<file path="src/hdl/circular_fifo_with_search_core_defines.svh">
// Assertion macros for the circular FIFO with search.
// Clock clk and active-low reset rst_n must be visible where these are used.
`ifndef CIRCULAR_FIFO_WITH_SEARCH_CORE_DEFINES_SVH
`define CIRCULAR_FIFO_WITH_SEARCH_CORE_DEFINES_SVH

`ifndef ASSERT_OFF
`define CFS_ASSERT(label, cond, msg) \
  label: assert property (@(posedge clk) disable iff (!rst_n) (cond)) else $error(msg);
`define CFS_ASSERT_IMPL(label, ante, cons, msg) \
  label: assert property (@(posedge clk) disable iff (!rst_n) (ante) |-> (cons)) \
    else $error(msg);
`define CFS_ASSERT_NEXT(label, ante, cons, msg) \
  label: assert property (@(posedge clk) disable iff (!rst_n) (ante) |=> (cons)) \
    else $error(msg);
`else
`define CFS_ASSERT(label, cond, msg)
`define CFS_ASSERT_IMPL(label, ante, cons, msg)
`define CFS_ASSERT_NEXT(label, ante, cons, msg)
`endif

`endif

</file>
<file path="src/hdl/cfs_pkg.sv">
// Shared types and constants for the circular FIFO with search.
// No dependencies.
package cfs_pkg;

  localparam int DEPTH_DEF      = 8;
  localparam int WORD_WIDTH_DEF = 32;
  localparam int VALUE_W        = 32;
  localparam int OCC_W          = 4;
  localparam int OUT_TDATA_W    = 40;

  typedef enum logic [1:0] {
    OP_PUSH   = 2'd0,
    OP_POP    = 2'd1,
    OP_SEARCH = 2'd2,
    OP_QUERY  = 2'd3
  } op_t;

  typedef enum logic [1:0] {
    ST_OK        = 2'd0,
    ST_OVERFLOW  = 2'd1,
    ST_UNDERFLOW = 2'd2
  } status_t;

  typedef enum logic [1:0] {
    S_IDLE,
    S_EXEC,
    S_POPW,
    S_SCAN
  } state_t;

endpackage

</file>
<file path="src/hdl/cfs_ram.sv">
// Single-port-write, single-port-read word store with registered read data.
// Depends on cfs_pkg for parameter defaults.
module cfs_ram
  import cfs_pkg::*;
#(
  parameter int DEPTH = DEPTH_DEF,
  parameter int WIDTH = WORD_WIDTH_DEF
) (
  input  logic                     clk,
  input  logic                     wr_en,
  input  logic [$clog2(DEPTH)-1:0] wr_addr,
  input  logic [WIDTH-1:0]         wr_data,
  input  logic                     rd_en,
  input  logic [$clog2(DEPTH)-1:0] rd_addr,
  output logic [WIDTH-1:0]         rd_data
);

  logic [WIDTH-1:0] mem [DEPTH];

  always_ff @(posedge clk) begin
    if (wr_en) begin
      mem[wr_addr] <= wr_data;
    end
  end

  always_ff @(posedge clk) begin
    if (rd_en) begin
      rd_data <= mem[rd_addr];
    end
  end

endmodule

</file>
<file path="src/hdl/circular_fifo_with_search_core.sv">
// Top level of the circular FIFO with key search: control, indices, output register.
// Depends on cfs_pkg, cfs_ram and circular_fifo_with_search_core_defines.svh.
//
//  channel | handshake             | tuser        | tdata (low bit up)
//  in      | in_tvalid/in_tready   | op [1:0]     | value [31:0]
//  out     | out_tvalid/out_tready | status [1:0] | out_word, found, occupancy, is_full,
//          |                       |              | is_empty, zero fill
//
// Push, query, pop on empty and search on empty finish in the execute state; pop goes on to
// a wait state for the reload of the cached front word. Search scans the n occupied slots
// from the head, one slot a cycle on the single read port, and stops at the first match.
// Reset is synchronous; it empties the queue, the store itself is not cleared.
// Input is taken only in idle; a stalled result holds in the output register while the
// next item is taken, and finishing work waits until that register is free.
`include "circular_fifo_with_search_core_defines.svh"

module circular_fifo_with_search_core
  import cfs_pkg::*;
#(
  parameter int DEPTH      = DEPTH_DEF,
  parameter int WORD_WIDTH = WORD_WIDTH_DEF
) (
  input  logic                   clk,
  input  logic                   rst_n,
  input  logic                   in_tvalid,
  output logic                   in_tready,
  input  logic [1:0]             in_tuser,    // op
  input  logic [VALUE_W-1:0]     in_tdata,    // value
  output logic                   out_tvalid,
  input  logic                   out_tready,
  output logic [1:0]             out_tuser,   // status
  output logic [OUT_TDATA_W-1:0] out_tdata    // out_word, found, occupancy, is_full, is_empty
);

  localparam int AW = $clog2(DEPTH);
  localparam int CW = $clog2(DEPTH + 1);

  state_t                state_r, state_nxt;
  op_t                   op_r;
  logic [WORD_WIDTH-1:0] val_r;
  logic [WORD_WIDTH-1:0] front_r;
  logic [AW-1:0]         head_r, tail_r, scan_idx_r;
  logic [CW-1:0]         count_r, left_r;

  logic                  out_valid_r;
  status_t               out_status_r;
  logic [VALUE_W-1:0]    out_word_r;
  logic                  out_found_r;
  logic [OCC_W-1:0]      out_occ_r;
  logic                  out_full_r, out_empty_r;

  logic                  rd_en, wr_en;
  logic [AW-1:0]         rd_addr;
  logic [WORD_WIDTH-1:0] rd_data;

  logic                  accept, out_free, full_w, empty_w, key_hit;
  logic                  finish, do_push, do_pop, scan_start, scan_step;
  status_t               fin_status;
  logic                  fin_found;
  logic [WORD_WIDTH-1:0] fin_word;
  logic [CW-1:0]         fin_count;

  function automatic logic [AW-1:0] next_slot(input logic [AW-1:0] i);
    next_slot = (i == AW'(DEPTH - 1)) ? '0 : AW'(i + 1'b1);
  endfunction

  assign accept   = in_tvalid && in_tready;
  assign out_free = !out_valid_r || out_tready;
  assign full_w   = count_r == CW'(DEPTH);
  assign empty_w  = count_r == '0;
  assign key_hit  = rd_data == val_r;

  cfs_ram #(
    .DEPTH (DEPTH),
    .WIDTH (WORD_WIDTH)
  ) u_ram (
    .clk     (clk),
    .wr_en   (wr_en),
    .wr_addr (tail_r),
    .wr_data (val_r),
    .rd_en   (rd_en),
    .rd_addr (rd_addr),
    .rd_data (rd_data)
  );

  always_comb begin
    in_tready  = 1'b0;
    rd_en      = 1'b0;
    rd_addr    = head_r;
    wr_en      = 1'b0;
    finish     = 1'b0;
    do_push    = 1'b0;
    do_pop     = 1'b0;
    scan_start = 1'b0;
    scan_step  = 1'b0;
    fin_status = ST_OK;
    fin_found  = 1'b0;
    unique case (state_r)
      S_IDLE: begin
        in_tready = 1'b1;
      end
      S_EXEC: begin
        unique case (op_r)
          OP_PUSH: begin
            if (out_free) begin
              finish = 1'b1;
              if (full_w) begin
                fin_status = ST_OVERFLOW;
              end else begin
                wr_en   = 1'b1;
                do_push = 1'b1;
              end
            end
          end
          OP_POP: begin
            if (empty_w) begin
              if (out_free) begin
                finish     = 1'b1;
                fin_status = ST_UNDERFLOW;
              end
            end else begin
              rd_en   = 1'b1;
              rd_addr = next_slot(head_r);
              do_pop  = 1'b1;
            end
          end
          OP_SEARCH: begin
            if (empty_w) begin
              finish = out_free;
            end else begin
              rd_en      = 1'b1;
              rd_addr    = head_r;
              scan_start = 1'b1;
            end
          end
          default: begin
            finish = out_free;
          end
        endcase
      end
      S_POPW: begin
        finish = out_free;
      end
      S_SCAN: begin
        if (key_hit) begin
          finish    = out_free;
          fin_found = 1'b1;
        end else if (left_r == '0) begin
          finish = out_free;
        end else begin
          rd_en     = 1'b1;
          rd_addr   = scan_idx_r;
          scan_step = 1'b1;
        end
      end
      default: begin
      end
    endcase
  end

  always_comb begin
    state_nxt = state_r;
    unique case (state_r)
      S_IDLE: begin
        if (in_tvalid) begin
          state_nxt = S_EXEC;
        end
      end
      S_EXEC: begin
        if (finish) begin
          state_nxt = S_IDLE;
        end else if (do_pop) begin
          state_nxt = S_POPW;
        end else if (scan_start) begin
          state_nxt = S_SCAN;
        end
      end
      S_POPW, S_SCAN: begin
        if (finish) begin
          state_nxt = S_IDLE;
        end
      end
      default: begin
        state_nxt = S_IDLE;
      end
    endcase
  end

  always_comb begin
    fin_count = do_push ? CW'(count_r + 1'b1) : count_r;
    if (state_r == S_POPW) begin
      fin_word = front_r;
    end else if (do_push && empty_w) begin
      fin_word = val_r;
    end else if (empty_w) begin
      fin_word = '0;
    end else begin
      fin_word = front_r;
    end
  end

  always_ff @(posedge clk) begin
    if (!rst_n) begin
      state_r     <= S_IDLE;
      head_r      <= '0;
      tail_r      <= '0;
      count_r     <= '0;
      out_valid_r <= 1'b0;
    end else begin
      state_r <= state_nxt;
      if (do_push) begin
        tail_r  <= next_slot(tail_r);
        count_r <= CW'(count_r + 1'b1);
      end else if (do_pop) begin
        head_r  <= next_slot(head_r);
        count_r <= CW'(count_r - 1'b1);
      end
      if (finish) begin
        out_valid_r <= 1'b1;
      end else if (out_tready) begin
        out_valid_r <= 1'b0;
      end
    end
  end

  always_ff @(posedge clk) begin
    if (accept) begin
      op_r  <= op_t'(in_tuser);
      val_r <= WORD_WIDTH'(in_tdata);
    end
    if (do_push && empty_w) begin
      front_r <= val_r;
    end else if (finish && state_r == S_POPW) begin
      front_r <= rd_data;
    end
    if (scan_start) begin
      scan_idx_r <= next_slot(head_r);
      left_r     <= CW'(count_r - 1'b1);
    end else if (scan_step) begin
      scan_idx_r <= next_slot(scan_idx_r);
      left_r     <= CW'(left_r - 1'b1);
    end
    if (finish) begin
      out_status_r <= fin_status;
      out_word_r   <= VALUE_W'(fin_word);
      out_found_r  <= fin_found;
      out_occ_r    <= OCC_W'(fin_count);
      out_full_r   <= fin_count == CW'(DEPTH);
      out_empty_r  <= fin_count == '0;
    end
  end

  assign out_tvalid = out_valid_r;
  assign out_tuser  = out_status_r;
  assign out_tdata  = OUT_TDATA_W'({out_empty_r, out_full_r, out_occ_r, out_found_r,
                                    out_word_r});

  `CFS_ASSERT(a_count_range, count_r <= CW'(DEPTH), "entry count above depth")
  `CFS_ASSERT(a_index_match, (head_r == tail_r) == (empty_w || full_w), "index and count mismatch")
  `CFS_ASSERT_NEXT(a_accept_exec, accept, state_r == S_EXEC, "accepted item not executed")
  `CFS_ASSERT_IMPL(a_scan_search, state_r == S_SCAN, op_r == OP_SEARCH && !empty_w, "bad scan")

endmodule

</file>
<file path="config.mk">
export PLATFORM = sky130hd
export DESIGN_NAME = circular_fifo_with_search_core
export DESIGN_NICKNAME = d
export VERILOG_FILES = /design/src/hdl/cfs_pkg.sv /design/src/hdl/cfs_ram.sv /design/src/hdl/circular_fifo_with_search_core.sv
export VERILOG_INCLUDE_DIRS = /design/src /design/src/hdl
export SDC_FILE = /design/constraint.sdc
export NUM_CORES = 1
export LEC_CHECK = 0
export ABC_AREA = 1
export BUFFER_PORTS_ARGS = -buffer_cell sky130_fd_sc_hd__clkbuf_2
export CAP_MARGIN = 10
export CORE_UTILIZATION = 50
export CTS_CLUSTER_SIZE = 30
export DETAILED_ROUTE_END_ITERATION = 6
export PLACE_DENSITY_LB_ADDON = 0.1
export SYNTH_ARGS = -nofsm -noshare
export SYNTH_HDL_FRONTEND = slang
export SYNTH_HIERARCHICAL = 1
export SYNTH_SLANG_ARGS = --single-unit
</file>
<file path="constraint.sdc">
create_clock -name clk -period 3.45 [get_ports clk]
set_input_delay 0.1725 -clock clk [delete_from_list [all_inputs] [get_ports clk]]
set_output_delay 0.1725 -clock clk [all_outputs]
set_load 0.03 [all_outputs]
</file>
# Word level (Yosys, flattened, before mapping)
# Memory sizes are Yosys's and may differ from the RTL's. A register that Yosys moved wholly into a read port is not among the register bits.
# Index checks and enable logic that the tools add are counted.
[classes] n_lt_le_gt_ge=0 n_shift=0 mux=58 reduce_logical=18 multipliers=0 n_bitwise=1 eq_ne=14 div=0 addsub=6
[op_table] cell="$mux 32" count=5
[op_table] cell="$eq 32x32->1" count=1
[op_table] cell="$mux 3" count=9
[op_table] cell="$mux 1" count=26
[op_table] cell="$mux 4" count=5
[op_table] cell="$mux 2" count=7
[op_table] cell="$logic_not 4->1" count=3
[op_table] cell="$add 3x1->3 const B" count=3
[op_table] cell="$eq 3x3->1 const B" count=3
[op_table] cell="$eq 4x4->1 const B" count=2
[op_table] cell="$reduce_bool 2->1" count=4
[op_table] cell="$sub 4x1->4 const B" count=2
[op_table] cell="$eq 2x2->1 const B" count=3
[op_table] cell="$pmux 1 s3" count=2
[op_table] cell="$pmux 2 s3" count=1
[op_table] cell="$pmux 3 s2" count=1
[op_table] cell="$add 4x1->4 const B" count=1
[op_table] cell="$eq 2x1->1 const B" count=2
[op_table] cell="$logic_not 2->1" count=2
[op_table] cell="$ne 2x2->1 const B" count=2
[op_table] cell="$ne 4x4->1 const B" count=1
[op_table] cell="$pmux 2 s2" count=1
[op_table] cell="$reduce_or 2->1" count=2
[op_table] cell="$logic_and 1x1->1" count=3
[op_table] cell="other kinds (6)" count=6
[word_totals] mem_bits_ro=0 in_bits=38 memories=1 latch_bits=0 word_cells=114 mem_bits_rw=256 ff_bits=127
[mem_list] name="u_ram.mem" words=8 word_bits=32 read_ports=1 rd_ports_with_merged_regs=1 wr=1 line_no="cfs_ram.sv:18" text="logic [WIDTH-1:0] mem [DEPTH];"

# Longest topological paths before layout
# Gate-level depths: netlist of run 1.
[depth] word_depth=9 ltp_mapped=20 ltp_nobuf=18

# By module
# The synthesis of run 1 kept the hierarchy.
[by_module_without_submodules] module="cfs_ram" cells_each=1156 area_per_inst_um2=12192.9 seq_area_each_um2=8648.3 n_inst=1
[by_module_without_submodules] module="circular_fifo_with_search_core" cells_each=574 area_per_inst_um2=5868.1 seq_area_each_um2=3683.5 n_inst=1

# Least setup slack after synthesis of run 1
# OpenSTA, ideal clock, no wires.
[synth_timing] path_kind="reg2reg" startpoint="register count_r[0]" endpoint="register u_ram.rd_data[0], read port of u_ram.mem, enable pin" stages_incl_launch_ff=7 setup_time_ns=0.466 setup_slack_ns=-0.345 path_buffers=1 arrival_time_ns=3.329 t_required_ns=2.984 path_cell_list="dfxtp_1 -> inv_1 -> ha_1 -> nand3_1 -> buf_2 -> nand2_1 -> o21ai_0"
[synth_via] elab_chain_cells=4 elab_cells_between_ends=7
[synth_rtl] item="start, declared" line_no="circular_fifo_with_search_core.sv:43" text="logic [CW-1:0] count_r, left_r;"
[synth_rtl] item="start signal, assigned" line_no="circular_fifo_with_search_core.sv:213" text="count_r <= CW'(count_r + 1'b1);"
[synth_rtl] item="start signal, assigned" line_no="circular_fifo_with_search_core.sv:216" text="count_r <= CW'(count_r - 1'b1);"
[synth_rtl] item="$logic_not 4->1" line_no="circular_fifo_with_search_core.sv:70" text="assign empty_w = count_r == '0;"
[synth_rtl] item="$mux 1" line_no="circular_fifo_with_search_core.sv:116, circular_fifo_with_search_core.sv:128"
[synth_rtl] item="$mux 1"
[synth_rtl] item="$pmux 1 s2" line_no="circular_fifo_with_search_core.sv:98" text="unique case (state_r)"
[synth_rtl] item="via rd_en" line_no="circular_fifo_with_search_core.sv:52" text="logic rd_en, wr_en;"
[synth_rtl] item="end, declared" line_no="cfs_ram.sv:15" text="output logic [WIDTH-1:0] rd_data"
# The timed path passes the listed nets, and every way through them passes these cells.
# A chain may end at the register's enable or synchronous reset.

# Final worst setup path of run 1
[layout_timing] startpoint="register val_r[17]" endpoint="register u_ram.rd_data[30], read port of u_ram.mem, data pin"
[layout_via] elab_chain_cells=3 elab_cells_between_ends=5
[layout_rtl] item="start, declared" line_no="circular_fifo_with_search_core.sv:40" text="logic [WORD_WIDTH-1:0] val_r;"
[layout_rtl] item="start signal, assigned" line_no="circular_fifo_with_search_core.sv:229" text="val_r <= WORD_WIDTH'(in_tdata);"
[layout_rtl] item="$eq 32x32->1" line_no="circular_fifo_with_search_core.sv:71" text="assign key_hit = rd_data == val_r;"
[layout_rtl] item="$mux 3" line_no="circular_fifo_with_search_core.sv:145" text="if (key_hit) begin"
[layout_rtl] item="$pmux 3 s2" line_no="circular_fifo_with_search_core.sv:98"
[layout_rtl] item="via rd_addr[0]" line_no="circular_fifo_with_search_core.sv:53" text="logic [AW-1:0] rd_addr;"
# The timed path passes the listed nets, and every way through them passes these cells.

==> impl_metrics.csv, run 1 <==
group,metric,value,unit
grt,grt_pass1_vias,11200,
clock_tree,cts_tree,"yes",
setup_path,worst_ep_arrival_time,3.48,ns
cells_and_area,fill_cells,3027,
clock_tree,postCtsSetupBuffers,0,
setup_path,cp_max_fo,104,
logic_synthesis,yosys.cell_types.count,37,
clock_tree,htreeDepth,2,
setup_path,critPathRequiredTime,3.76,ns
timing,setup_tns,0,ns
setup_path,slowest_delay,0.53,ns
run,max_cap_violations,0,
placement,dp_slack,0.276,ns
floorplanning,die-area,36900,um^2
cells_and_area,multiInputGateArea,4260,um^2
floorplanning,chipHeight,192,um
grt,grt_max_degree,105,
timing,timing.final.crit_period,3.17,ns
clock_tree,clk_pin_slew,0.06,ns
setup_path,startpoint_type,"register",
timing,worstMarginPinSlew,0.988,ns
power,powerDensity,688,nW/um^2
logic_synthesis,synth_seq_cells,415,
timing,slew_headroom,0.339,
logic_synthesis,seq_area_frac_synth,0.683,
cells_and_area,area_growth,15.3,%
clock_tree,cts_buffer_depth,3,
timing,rsz0062_at_grt,"no",
run_status,status,"finished clean",
timing,fin_ws,0.282,ns
floorplanning,ios,82,
floorplanning,design.core.area,35600,um^2
setup_path,crit_top_cell,"nand2_1",
placement,place.gp.congestion,0.823,
floorplanning,start_util,0.508,
cells_and_area,postLayoutCoreUtil,0.585,
cells_and_area,layout.area.seq,12300,um^2
clock_tree,cts_buffers,46,
route,drt-wirelength-per-cell,17.7,um
cells_and_area,layout-drive-gt1-share,0.108,
setup_path,cp_cell_sequence,"inv_1, nand2_1, nand2_1, nand2_1, nor2_1, nand2_1, nor2_1, nand2_1, nand2_1, o21ai_0, o221ai_4, buf_12, nand2_1, nand3_1, nand2_1, nand2_1, nand2_1",
setup_path,critPathBufInv,2,
route,vias,11800,
logic_synthesis,yosysWarnings,6,
route,first_pass_iters,5,
route,drcViolationCount,0,
cells_and_area,nets,1920,
placement,hpwl,23.2,mm
clock_tree,cts_resized,0,
power,p_leak,9.12,nW
logic_synthesis,synth.avg_cell_area,10.4,um^2
grt,gr-total-overflow,0,
floorplanning,num_rows,69,
route,ant_nets,0,
power,ir_worst_vdd,0.000596,V
clock_tree,clock_tree.root_cell,"clkbuf_16",
timing,setup_viol,0,
clock_tree,clock_latency,0.56,ns
grt,grt_pass1_wl,64.5,mm
logic_synthesis,netlist_area,18100,um^2
setup_path,cp-end-kind,"register",
timing,final_hold_viol_count,0,
logic_synthesis,synthCells,1730,
setup_path,critPathTopFamily,"simple AND/OR/NAND/NOR gates",
logic_synthesis,syn_nets,1783,
power,finalPower,14.3,mW
clock_tree,clock-sinks,415,
route,viasPerCell,4.99,
setup_path,crit_type,"reg -> reg",
route,wl,41.7,mm
grt,grt_usage,0.236,
setup_path,critPathSlowestCell,"edfxtp_1",
floorplanning,die_width,192,um
grt,antenna_found_initial,1,
timing,maxSlewViolCount,0,
placement,portBuffers,80,
timing,final.period_utilization,0.918,
timing,max_freq,316,MHz
route,drt_iter0_markers,904,
timing,skew,0.0167,ns
hold_path,hp-class,"in -> reg",
cells_and_area,antenna_cells,0,
==> cells in the final DEF, fill, tap and decap left out, types with 2 or more instances in the layout <==
cell type	instances
a21oi_1	8
buf_12	8
buf_4	34
clkbuf_1	12
clkbuf_16	47
clkbuf_2	80
clkinv_1	11
clkinv_2	5
dfxtp_1	13
dlygate4sd3_1	35
edfxtp_1	402
ha_1	15
inv_1	308
inv_2	7
nand2_1	602
nand2_2	2
nand3_1	135
nor2_1	37
nor2_4	12
nor3_1	2
o21ai_0	66
o21ai_1	2
o21ai_4	3
o311ai_0	2
xnor2_1	24
xor2_1	5
==> stage by stage <==
step | area (um^2) | hold slack, ns | cells
floorplan | 18100 | 0.271 | 1730
global placement | 19200 | 0.350 | 2245
detailed placement | 19200 | 0.351 | 2245
CTS | 20800 | 0.0408 | 2355
global route | 20800 | 0.0901 | 2355
finish | 20800 | 0.0680 | 2355
==> registers in the layout, indices dropped and copies added, names as in the netlist, 2 cells and up <==
signal	count
head_r	3
scan_idx_r	3
out_word_r	32
out_tuser	2
out_occ_r	4
u_ram/mem	256
count_r	4
val_r	32
state_r	2
u_ram/rd_data	32
tail_r	3
left_r	4
op_r	2
front_r	32
==> report_power, final <==
| part | leakage (nW) | switching (mW) | internal, mW | total [mW] |
|---|---|---|---|---|
| sequential | 3.77 | 0.331 | 6.49 | 6.82 |
| combinational | 4.72 | 2.32 | 0.857 | 3.17 |
| clock | 0.631 | 1.87 | 2.47 | 4.34 |
==> tightest hold or removal path: stages <==
cell and delay (ns):
clkbuf_2 0.09, nor2_1 0.07, inv_1 0.05, nand3_1 0.07, a21oi_1 0.12
==> synthesized netlist by cell type <==
cell | instances | area share
clkbuf_1 | 17 | 0.0035
o221ai_1 | 1 | 0.00049
nor2_4 | 2 | 0.0012
nor3_1 | 2 | 0.00055
buf_4 | 10 | 0.0042
o21a_1 | 1 | 0.00042
nand2_4 | 1 | 0.00062
nand3_1 | 135 | 0.037
inv_2 | 8 | 0.0017
conb_1 | 1 | 0.00021
o21ai_0 | 69 | 0.019
xor2_1 | 5 | 0.0024
o31ai_1 | 1 | 0.00042
inv_1 | 308 | 0.064
buf_6 | 11 | 0.0069
nand2_1 | 603 | 0.13
a21oi_1 | 8 | 0.0022
or2_1 | 1 | 0.00035
o211a_1 | 1 | 0.00055
buf_2 | 25 | 0.0069
ha_1 | 15 | 0.010
o311ai_0 | 2 | 0.00097
a211oi_1 | 1 | 0.00042
xnor2_1 | 24 | 0.012
o22ai_1 | 1 | 0.00035
nand2_2 | 1 | 0.00035
or3_1 | 1 | 0.00035
buf_1 | 5 | 0.0010
nor2_8 | 1 | 0.0011
o21ai_1 | 2 | 0.00055
nand4_1 | 1 | 0.00035
dfxtp_1 | 13 | 0.014
nor3b_1 | 1 | 0.00042
o21ai_2 | 1 | 0.00049
edfxtp_1 | 402 | 0.67
nor2_1 | 48 | 0.010
inv_4 | 1 | 0.00035
==> timing repair <==
action | in CTS | in global routing
hold buffers | 35 | 0
hold endpoints to repair | 35 | 0
setup endpoints to repair | 0 | 0
==> final cells by class <==
type / instances / share of cell area
Timing Repair Buffer: 157 / 0.0560
Inverter: 317 / 0.0573
Tap cell: 461 / 0.0277
Clock buffer: 59 / 0.0587
Multi-Input combinational cell: 930 / 0.205
Sequential cell: 415 / 0.592
Clock inverter: 16 / 0.00337
==> kinds of logic after synthesis <==
kind of cell / count (synthesis) / share of synthesized area
AO/OA/AOI/OAI: 88 / 0.0260
XOR/XNOR: 29 / 0.0141
adder cells (fa/ha/maj): 15 / 0.0104
buffers and inverters: 385 / 0.0885
flip-flops: 415 / 0.683
other: 1 / 0.000208
AND/OR/NAND/NOR: 797 / 0.178
==> worst paths after layout <==
| check | from | to | slack (ns) | depth (start not counted) |
|---|---|---|---|---|
| setup / recovery | val_r[17]$_DFFE_PP_ | u_ram/rd_data[30]$_DFFE_PP_ | 0.28 | 17 |
| hold / removal | in_tvalid | state_r[0]$_SDFFE_PN0P_ | 0.07 | 5 |
| setup reg to reg | val_r[17]$_DFFE_PP_ | u_ram/rd_data[30]$_DFFE_PP_ | 0.28 | 17 |
| hold reg to reg | head_r[1]$_SDFFE_PN0P_ | head_r[1]$_SDFFE_PN0P_ | 0.51 | 2 |
==> routing by layer <==
metal	wire length [um]	GRT usage	vias to the layer above
met1	18600	0.324	5567
met3	2420	0.0400	61
met2	20000	0.386	324
li1	-	-	5800
met4	824	0.0660	0
met5	0	0	-
Note: power is estimated with default switching activity, not from simulation.
==> inputs of run 2 (changes only) <==
==> constraint.sdc (replaced) <==
create_clock -name clk -period 3.45 [get_ports clk]
set_input_delay 0.5175 -clock clk [delete_from_list [all_inputs] [get_ports clk]]
set_output_delay 0.5175 -clock clk [all_outputs]
set_load 0.03 [all_outputs]
==> run 2 against run 1 <==
  * Fmax is 0.33% lower
  * Largest power group unchanged
  * Largest cell class unchanged
  * Final cell count is 1.1% lower
  * Routed wire length is 1.8% higher
  * Die area stayed put
==> impl_metrics.csv, run 2 (same netlist as run 1, synthesis figures left out) <==
group,metric,value,unit
floorplanning,design.core.area,35600,um^2
placement,place.gp.congestion,0.787,
cells_and_area,largest_register,"u_ram/mem",
clock_tree,clock-sinks,415,
timing,rsz0062_at_grt,"no",
grt,grt_max_degree,104,
cells_and_area,most-common-layout-cells,"nand2_1 (602), edfxtp_1 (402), inv_1 (308)",
setup_path,cp-end-kind,"register",
grt,grt_usage,0.238,
run_status,status,"finished clean",
timing,skew,0.0198,ns
floorplanning,die_width,192,um
cells_and_area,largest_reg_flops,256,
cells_and_area,fill_cells,2978,
cells_and_area,antenna_cells,0,
grt,gr-total-overflow,0,
route,viasPerCell,5.00,
power,p_int,10.0,mW
floorplanning,start_util,0.508,
grt,antenna_found_initial,0,
clock_tree,cts_tree,"yes",
setup_path,worst_ep_arrival_time,3.50,ns
cells_and_area,final_common_cell,"nand2_1",
hold_path,hold_depth,1,
setup_path,cp_max_fo,51,
power,ir_worst_vdd,0.000844,V
hold_path,hold_path_end,"val_r[24]$_DFFE_PP_",
power,p_sw_frac,0.315,
setup_path,startpoint_type,"register",
route,drt-wirelength-per-cell,18.2,um
clock_tree,clk_pin_slew,0.06,ns
floorplanning,ios,82,
floorplanning,die-area,36900,um^2
placement,portBuffers,80,
route,first_pass_iters,5,
power,finalPower,14.6,mW
hold_path,hp-class,"in -> reg",
clock_tree,cts.hold.buffers_added,0,
setup_path,reg2reg_to,"u_ram/rd_data[11]$_DFFE_PP_",
placement,hpwl,22.7,mm
power,clockPowerShare,0.313,
power,p_sw,4.60,mW
clock_tree,cts_buffers,45,
setup_path,r2r_cells,15,
timing,setup_tns,0,ns
power,combPwrFrac,0.220,
timing,max_freq,315,MHz
route,wl,42.5,mm
timing,maxSlewViolCount,0,
grt,grt_pass1_vias,11000,
clock_tree,clock_tree.root_cell,"clkbuf_16",
cells_and_area,nets,1887,
clock_tree,cts_buffer_depth,3,
setup_path,crit_type,"reg -> reg",
run,max_cap_violations,0,
grt,grt_pass1_wl,64.4,mm
power,p_leak,9.06,nW
setup_path,r2r-start,"val_r[23]$_DFFE_PP_",
floorplanning,num_rows,69,
route,drt_iter0_markers,809,
timing,final.period_utilization,0.921,
timing,slew_headroom,0.416,
power,powerDensity,706,nW/um^2
setup_path,rrSetupSlack,0.27,ns
hold_path,hp-start,"in_tdata[24]",
route,ant_nets,0,
route,vias,11700,
route,drcViolationCount,0,
timing,setup_viol,0,
power,seq_power_share,0.467,
clock_tree,clock_latency,0.58,ns
cells_and_area,layout-drive-gt1-share,0.113,
floorplanning,chipHeight,192,um
timing,worstMarginPinSlew,0.873,ns
timing,timing.final.crit_period,3.18,ns
cells_and_area,area_growth,14.6,%
timing,final_hold_viol_count,0,
setup_path,critPathRequiredTime,3.77,ns
clock_tree,htreeDepth,2,
-- run 2: cell count changes in the layout (fill, tap and decap cells not counted), sizes merged --
cell         before  now
clkbuf          139  138
clkinvlp          0    2
clkinv           16   21
dlygate4sd3      35    0
bufinv            0    3
inv             317  316
buf              42   44
-- run 2: layout make-up --
class / instances / area [um^2] / share of cell area
flip-flops and latches: 415 / 12300 / 0.596
multi-input cells: 930 / 4260 / 0.206
inverters: 317 / 1190 / 0.0577
clock buffers: 57 / 1190 / 0.0576
repair buffers: 125 / 951 / 0.0459
well taps: 461 / 577 / 0.0279
clock inverters: 25 / 198 / 0.00955
-- run 2: critical path, cell delays in order, from the launching register on --
cell and delay (ns):
edfxtp_1 0.54, xnor2_1 0.20, nand2_1 0.09, nor2_1 0.27, nand2_1 0.09, nor2_1 0.20
nand2_1 0.17, nand2_1 0.14, o21ai_0 0.14, o221ai_4 0.29, buf_8 0.40, nand2_1 0.10
nand3_1 0.11, nand2_1 0.06, nand2_1 0.06, nand2_1 0.06
-- run 2: routing by layer --
layer	global-route usage	vias to the layer above	wire, um
li1	-	5741	-
met1	0.333	5526	19000
met2	0.389	336	20100
met3	0.0314	55	2520
met4	0.0697	0	841
met5	0	-	0
-- run 2: worst max-delay path by stage --
stage | startpoint | to | slack (ns)
floorplan | out_tready | u_ram/mem[1][0]$_DFFE_PP_ | 0.38
global placement | val_r[23]$_DFFE_PP_ | u_ram/rd_data[22]$_DFFE_PP_ | 0.31
detailed placement | val_r[22]$_DFFE_PP_ | u_ram/rd_data[25]$_DFFE_PP_ | 0.24
CTS | val_r[22]$_DFFE_PP_ | u_ram/rd_data[18]$_DFFE_PP_ | 0.23
global route | val_r[22]$_DFFE_PP_ | u_ram/rd_data[29]$_DFFE_PP_ | 0.008
finish | val_r[23]$_DFFE_PP_ | u_ram/rd_data[11]$_DFFE_PP_ | 0.27
-- run 2: what timing repair did --
item	CTS	global route
setup endpoints to repair	0	26
resized for setup	0	4
buffers inserted	0	4
-- run 2: power groups by stage --
stage          clock [mW]  sequential (mW)  combinational [mW]
4_1_cts              4.68             6.83                3.23
5_1_grt              4.87             6.89                3.55
6_report             4.58             6.82                3.21
3_5_place_dp            0             6.93                3.21
3_3_place_gp            0             6.92                3.18
2_1_floorplan           0             7.34                1.63
-- run 2: metrics by stage --
step           setup slack (ns)   util  std cells  instance area [um^2]  hold WS [ns]
6_report                  0.272  0.582       2330                 20700         0.117
3_3_place_gp              0.312  0.542       2243                 19300         0.486
3_5_place_dp              0.243  0.542       2243                 19300         0.490
5_1_grt                 0.00827  0.582       2330                 20700         0.103
4_1_cts                   0.229  0.581       2325                 20700        0.0922
2_1_floorplan             0.384      -       1730                 18100         0.455
==> inputs of run 3 (changes only) <==
--- a/config.mk
+++ b/config.mk
@@ -6,7 +6,7 @@
 export SDC_FILE = /design/constraint.sdc
 export NUM_CORES = 1
 export LEC_CHECK = 0
-export ABC_AREA = 1
+export ABC_AREA = 0
 export BUFFER_PORTS_ARGS = -buffer_cell sky130_fd_sc_hd__clkbuf_2
 export CAP_MARGIN = 10
 export CORE_UTILIZATION = 50
==> run 3 against run 2 <==
  * Register-to-register slack got worse by 0.18 ns
  * Sequential cell count did not move
  * Core utilization rose by 1.8 points
  * Sequential share of layout area rose by 3.6 points
  * Combinational power fell by 81%
  * Critical path type unchanged
  * Highest routed layer unchanged
==> impl_metrics.csv, run 3 <==
group,metric,value,unit
run_status,status,"finished clean",
route,drcViolationCount,0,
floorplanning,num_rows,66,
route,drt-wirelength-per-cell,25.5,um
floorplanning,chipHeight,184,um
setup_path,slowest_delay,0.57,ns
clock_tree,htreeDepth,2,
timing,setup_viol,0,
cells_and_area,postLayoutCoreUtil,0.600,
logic_synthesis,synth_edf_count,402,
hold_path,hp-start,"in_tdata[1]",
floorplanning,start_util,0.508,
setup_path,r2r-start,"val_r[18]$_DFFE_PP_",
power,p_leak,6.57,nW
logic_synthesis,synth_ff_type,"edfxtp_1",
logic_synthesis,syn_nets,865,
logic_synthesis,yosys.area.top_type_share,0.731,
logic_synthesis,yosys.cell_types.count,51,
timing,hold_ws,0.149,ns
setup_path,worst_ep_arrival_time,3.63,ns
floorplanning,die_width,184,um
floorplanning,die-area,33800,um^2
logic_synthesis,synthTopCellsByCount,"edfxtp_1 (402), mux2_2 (67), mux4_1 (40)",
floorplanning,ios,82,
placement,portBuffers,80,
power,ir_worst_vdd,0.000402,V
timing,worstMarginPinSlew,0.858,ns
setup_path,cp_cell_sequence,"xnor2_1, nand4_1, nor4_2, buf_4, a21oi_1, a311oi_4, buf_4, buf_12, mux4_1, mux2_2",
setup_path,crit_top_cell,"buf_4",
logic_synthesis,synthCells,812,
timing,slew_headroom,0.426,
logic_synthesis,synth.avg_cell_area,20.3,um^2
hold_path,hold_path_end,"val_r[1]$_DFFE_PP_",
route,drt_iter0_markers,530,
cells_and_area,largest_register,"u_ram/mem",
timing,fin_ws,0.0945,ns
power,seq_power_share,0.526,
route,wl,36.9,mm
timing,max_freq,298,MHz
clock_tree,cts_buffers,44,
setup_path,cp_max_fo,18,
logic_synthesis,synth_area_leader_cell,"edfxtp_1",
setup_path,crit_type,"reg -> reg",
route,ant_nets,0,
clock_tree,cts_buffer_depth,3,
timing,skew,0.0190,ns
placement,place.gp.congestion,0.794,
cells_and_area,layout-drive-gt1-share,0.326,
timing,final.period_utilization,0.973,
setup_path,r2r_cells,10,
power,powerDensity,558,nW/um^2
grt,gr-total-overflow,0,
logic_synthesis,yosys-top-cells-area,"edfxtp_1 (73%), mux4_1 (6.4%), mux2_2 (4.6%)",
route,viasPerCell,5.76,
clock_tree,cts.hold.buffers_added,0,
timing,timing.final.crit_period,3.36,ns
logic_synthesis,seq_area_frac_synth,0.746,
clock_tree,clk_pin_slew,0.06,ns
clock_tree,cts_tree,"yes",
placement,dp.cells,1363,
power,finalPower,10.9,mW
setup_path,cp-end-kind,"register",
grt,grt_pass1_vias,8541,
logic_synthesis,yosysWarnings,6,
route,first_pass_iters,6,
timing,rsz0062_at_grt,"no",
logic_synthesis,synth_seq_cells,415,
setup_path,critPathSlowestCell,"mux4_1",
timing,maxSlewViolCount,0,
setup_path,reg2reg_to,"u_ram/rd_data[20]$_DFFE_PP_",
placement,dp_slack,-0.0464,ns
power,p_int,8.59,mW
route,vias,8339,
run,max_cap_violations,0,
grt,grt_usage,0.226,
power,clockPowerShare,0.418,
placement,hpwl,21.5,mm
cells_and_area,most-common-layout-cells,"edfxtp_1 (402), clkbuf_2 (80), mux2_2 (67)",
power,p_sw_frac,0.212,
cells_and_area,layout.area.seq,12300,um^2
logic_synthesis,async_reset_ff_frac,0,
cells_and_area,largest_reg_flops,256,
clock_tree,clock-sinks,415,
hold_path,hp-class,"in -> reg",
power,p_sw,2.32,mW
cells_and_area,nets,1025,
power,combPwrFrac,0.056,
cells_and_area,final_common_cell,"edfxtp_1",
cells_and_area,layout.cells.non_filler,1447,
grt,grt_pass1_wl,54.5,mm
setup_path,startpoint_type,"register",
floorplanning,design.core.area,32500,um^2
grt,antenna_found_initial,0,
hold_path,hold_depth,1,
cells_and_area,antenna_cells,0,
clock_tree,clock_tree.root_cell,"clkbuf_16",
grt,grt_max_degree,42,
cells_and_area,multiInputGateArea,4060,um^2
logic_synthesis,synth.most_common_cell,"edfxtp_1",
clock_tree,clock_latency,0.54,ns
setup_path,critPathRequiredTime,3.73,ns
logic_synthesis,netlist_area,16500,um^2
cells_and_area,fill_cells,2401,
timing,final_hold_viol_count,0,
setup_path,rrSetupSlack,0.09,ns
cells_and_area,area_growth,18.3,%
## run 3: cell types whose count changed after synthesis, moves of 7 or more
cell,delta
buf_2,-8
o21ai_0,-60
inv_2,-7
a22o_1,+32
mux2_2,+67
mux4_2,+24
nand2_1,-578
xnor2_1,+14
inv_1,-299
mux4_1,+40
nor2_1,-30
nand4_1,+10
nand3_1,-132
clkbuf_1,-11
## run 3: layout make-up
cell class,instances,area share
flip-flops and latches,415,0.631
multi-input cells,347,0.208
repair buffers,154,0.0598
clock buffers,56,0.0598
well taps,442,0.0283
clock inverters,23,0.0114
inverters,10,0.00192
## run 3: cells by family (layout without fill, tap and decap cells)
kind of cell               count (synthesis)  in the layout  synth area share
buffers and inverters                     50            243            0.0176
AOI/OAI and AO/OA                         73             73            0.0332
xor gates and xnor gates                  39             39            0.0207
muxes                                    133            133             0.143
DFF                                      415            415             0.746
other                                      1              1          0.000227
adders and majority gates                 15             15            0.0114
and+or+nand+nor                           86             86            0.0273
## run 3: worst max-delay path by stage
stage	from	slack (ns)	to	depth (start not counted)
global route	u_ram/rd_data[27]$_DFFE_PP_	0.001	u_ram/rd_data[20]$_DFFE_PP_	10
floorplan	out_tvalid$_SDFFE_PN0P_	0.09	front_r[0]$_DFFE_PP_	2
finish	val_r[18]$_DFFE_PP_	0.09	u_ram/rd_data[20]$_DFFE_PP_	10
detailed placement	val_r[26]$_DFFE_PP_	-0.05	u_ram/rd_data[27]$_DFFE_PP_	10
CTS	u_ram/rd_data[27]$_DFFE_PP_	0.03	u_ram/rd_data[20]$_DFFE_PP_	10
global placement	val_r[26]$_DFFE_PP_	0.007	u_ram/rd_data[31]$_DFFE_PP_	10
## run 3: power by group through the flow
stage | Sequential [mW] | Combinational (mW) | Clock, mW
detailed placement | 5.85 | 0.600 | 0
floorplan | 5.94 | 0.238 | 0
global route | 5.75 | 0.651 | 4.85
finish | 5.74 | 0.608 | 4.55
CTS | 5.74 | 0.607 | 4.64
global placement | 5.84 | 0.586 | 0
## run 3: worst max-delay path: cells and delay by family, from the launching register on
| family | cells | cell delay [ns] |
|---|---|---|
| compound gates | 2 | 0.32 |
| simple gates | 2 | 0.57 |
| buf+inv | 3 | 0.55 |
| flops | 1 | 0.42 |
| mux | 2 | 0.85 |
| xor+xnor | 1 | 0.40 |
## run 3: metrics by stage
| stage | area, um^2 | setup TNS (ns) |
|---|---|---|
| 6_report | 19500 | 0 |
| 5_1_grt | 19500 | 0 |
| 4_1_cts | 19500 | 0 |
| 3_5_place_dp | 18100 | -0.547 |
| 3_3_place_gp | 18100 | 0 |
| 2_1_floorplan | 16500 | 0 |
## run 3: what timing repair did
item / in CTS / in global routing
resized for setup: 2 / 3
gates cloned: 0 / 0
endpoints found under the setup margin: 31 / 24
buffers inserted: 1 / 4
hold endpoints to repair: 0 / 0
## run 3: per-layer routing
metal  global-route usage  vias to the layer above  share of wire
met4               0.0590                        0          0.018
met5                    0                        -              0
li1                     -                     3667              -
met3               0.0339                       46          0.050
met1                0.318                     4392           0.44
met2                0.371                      234           0.49
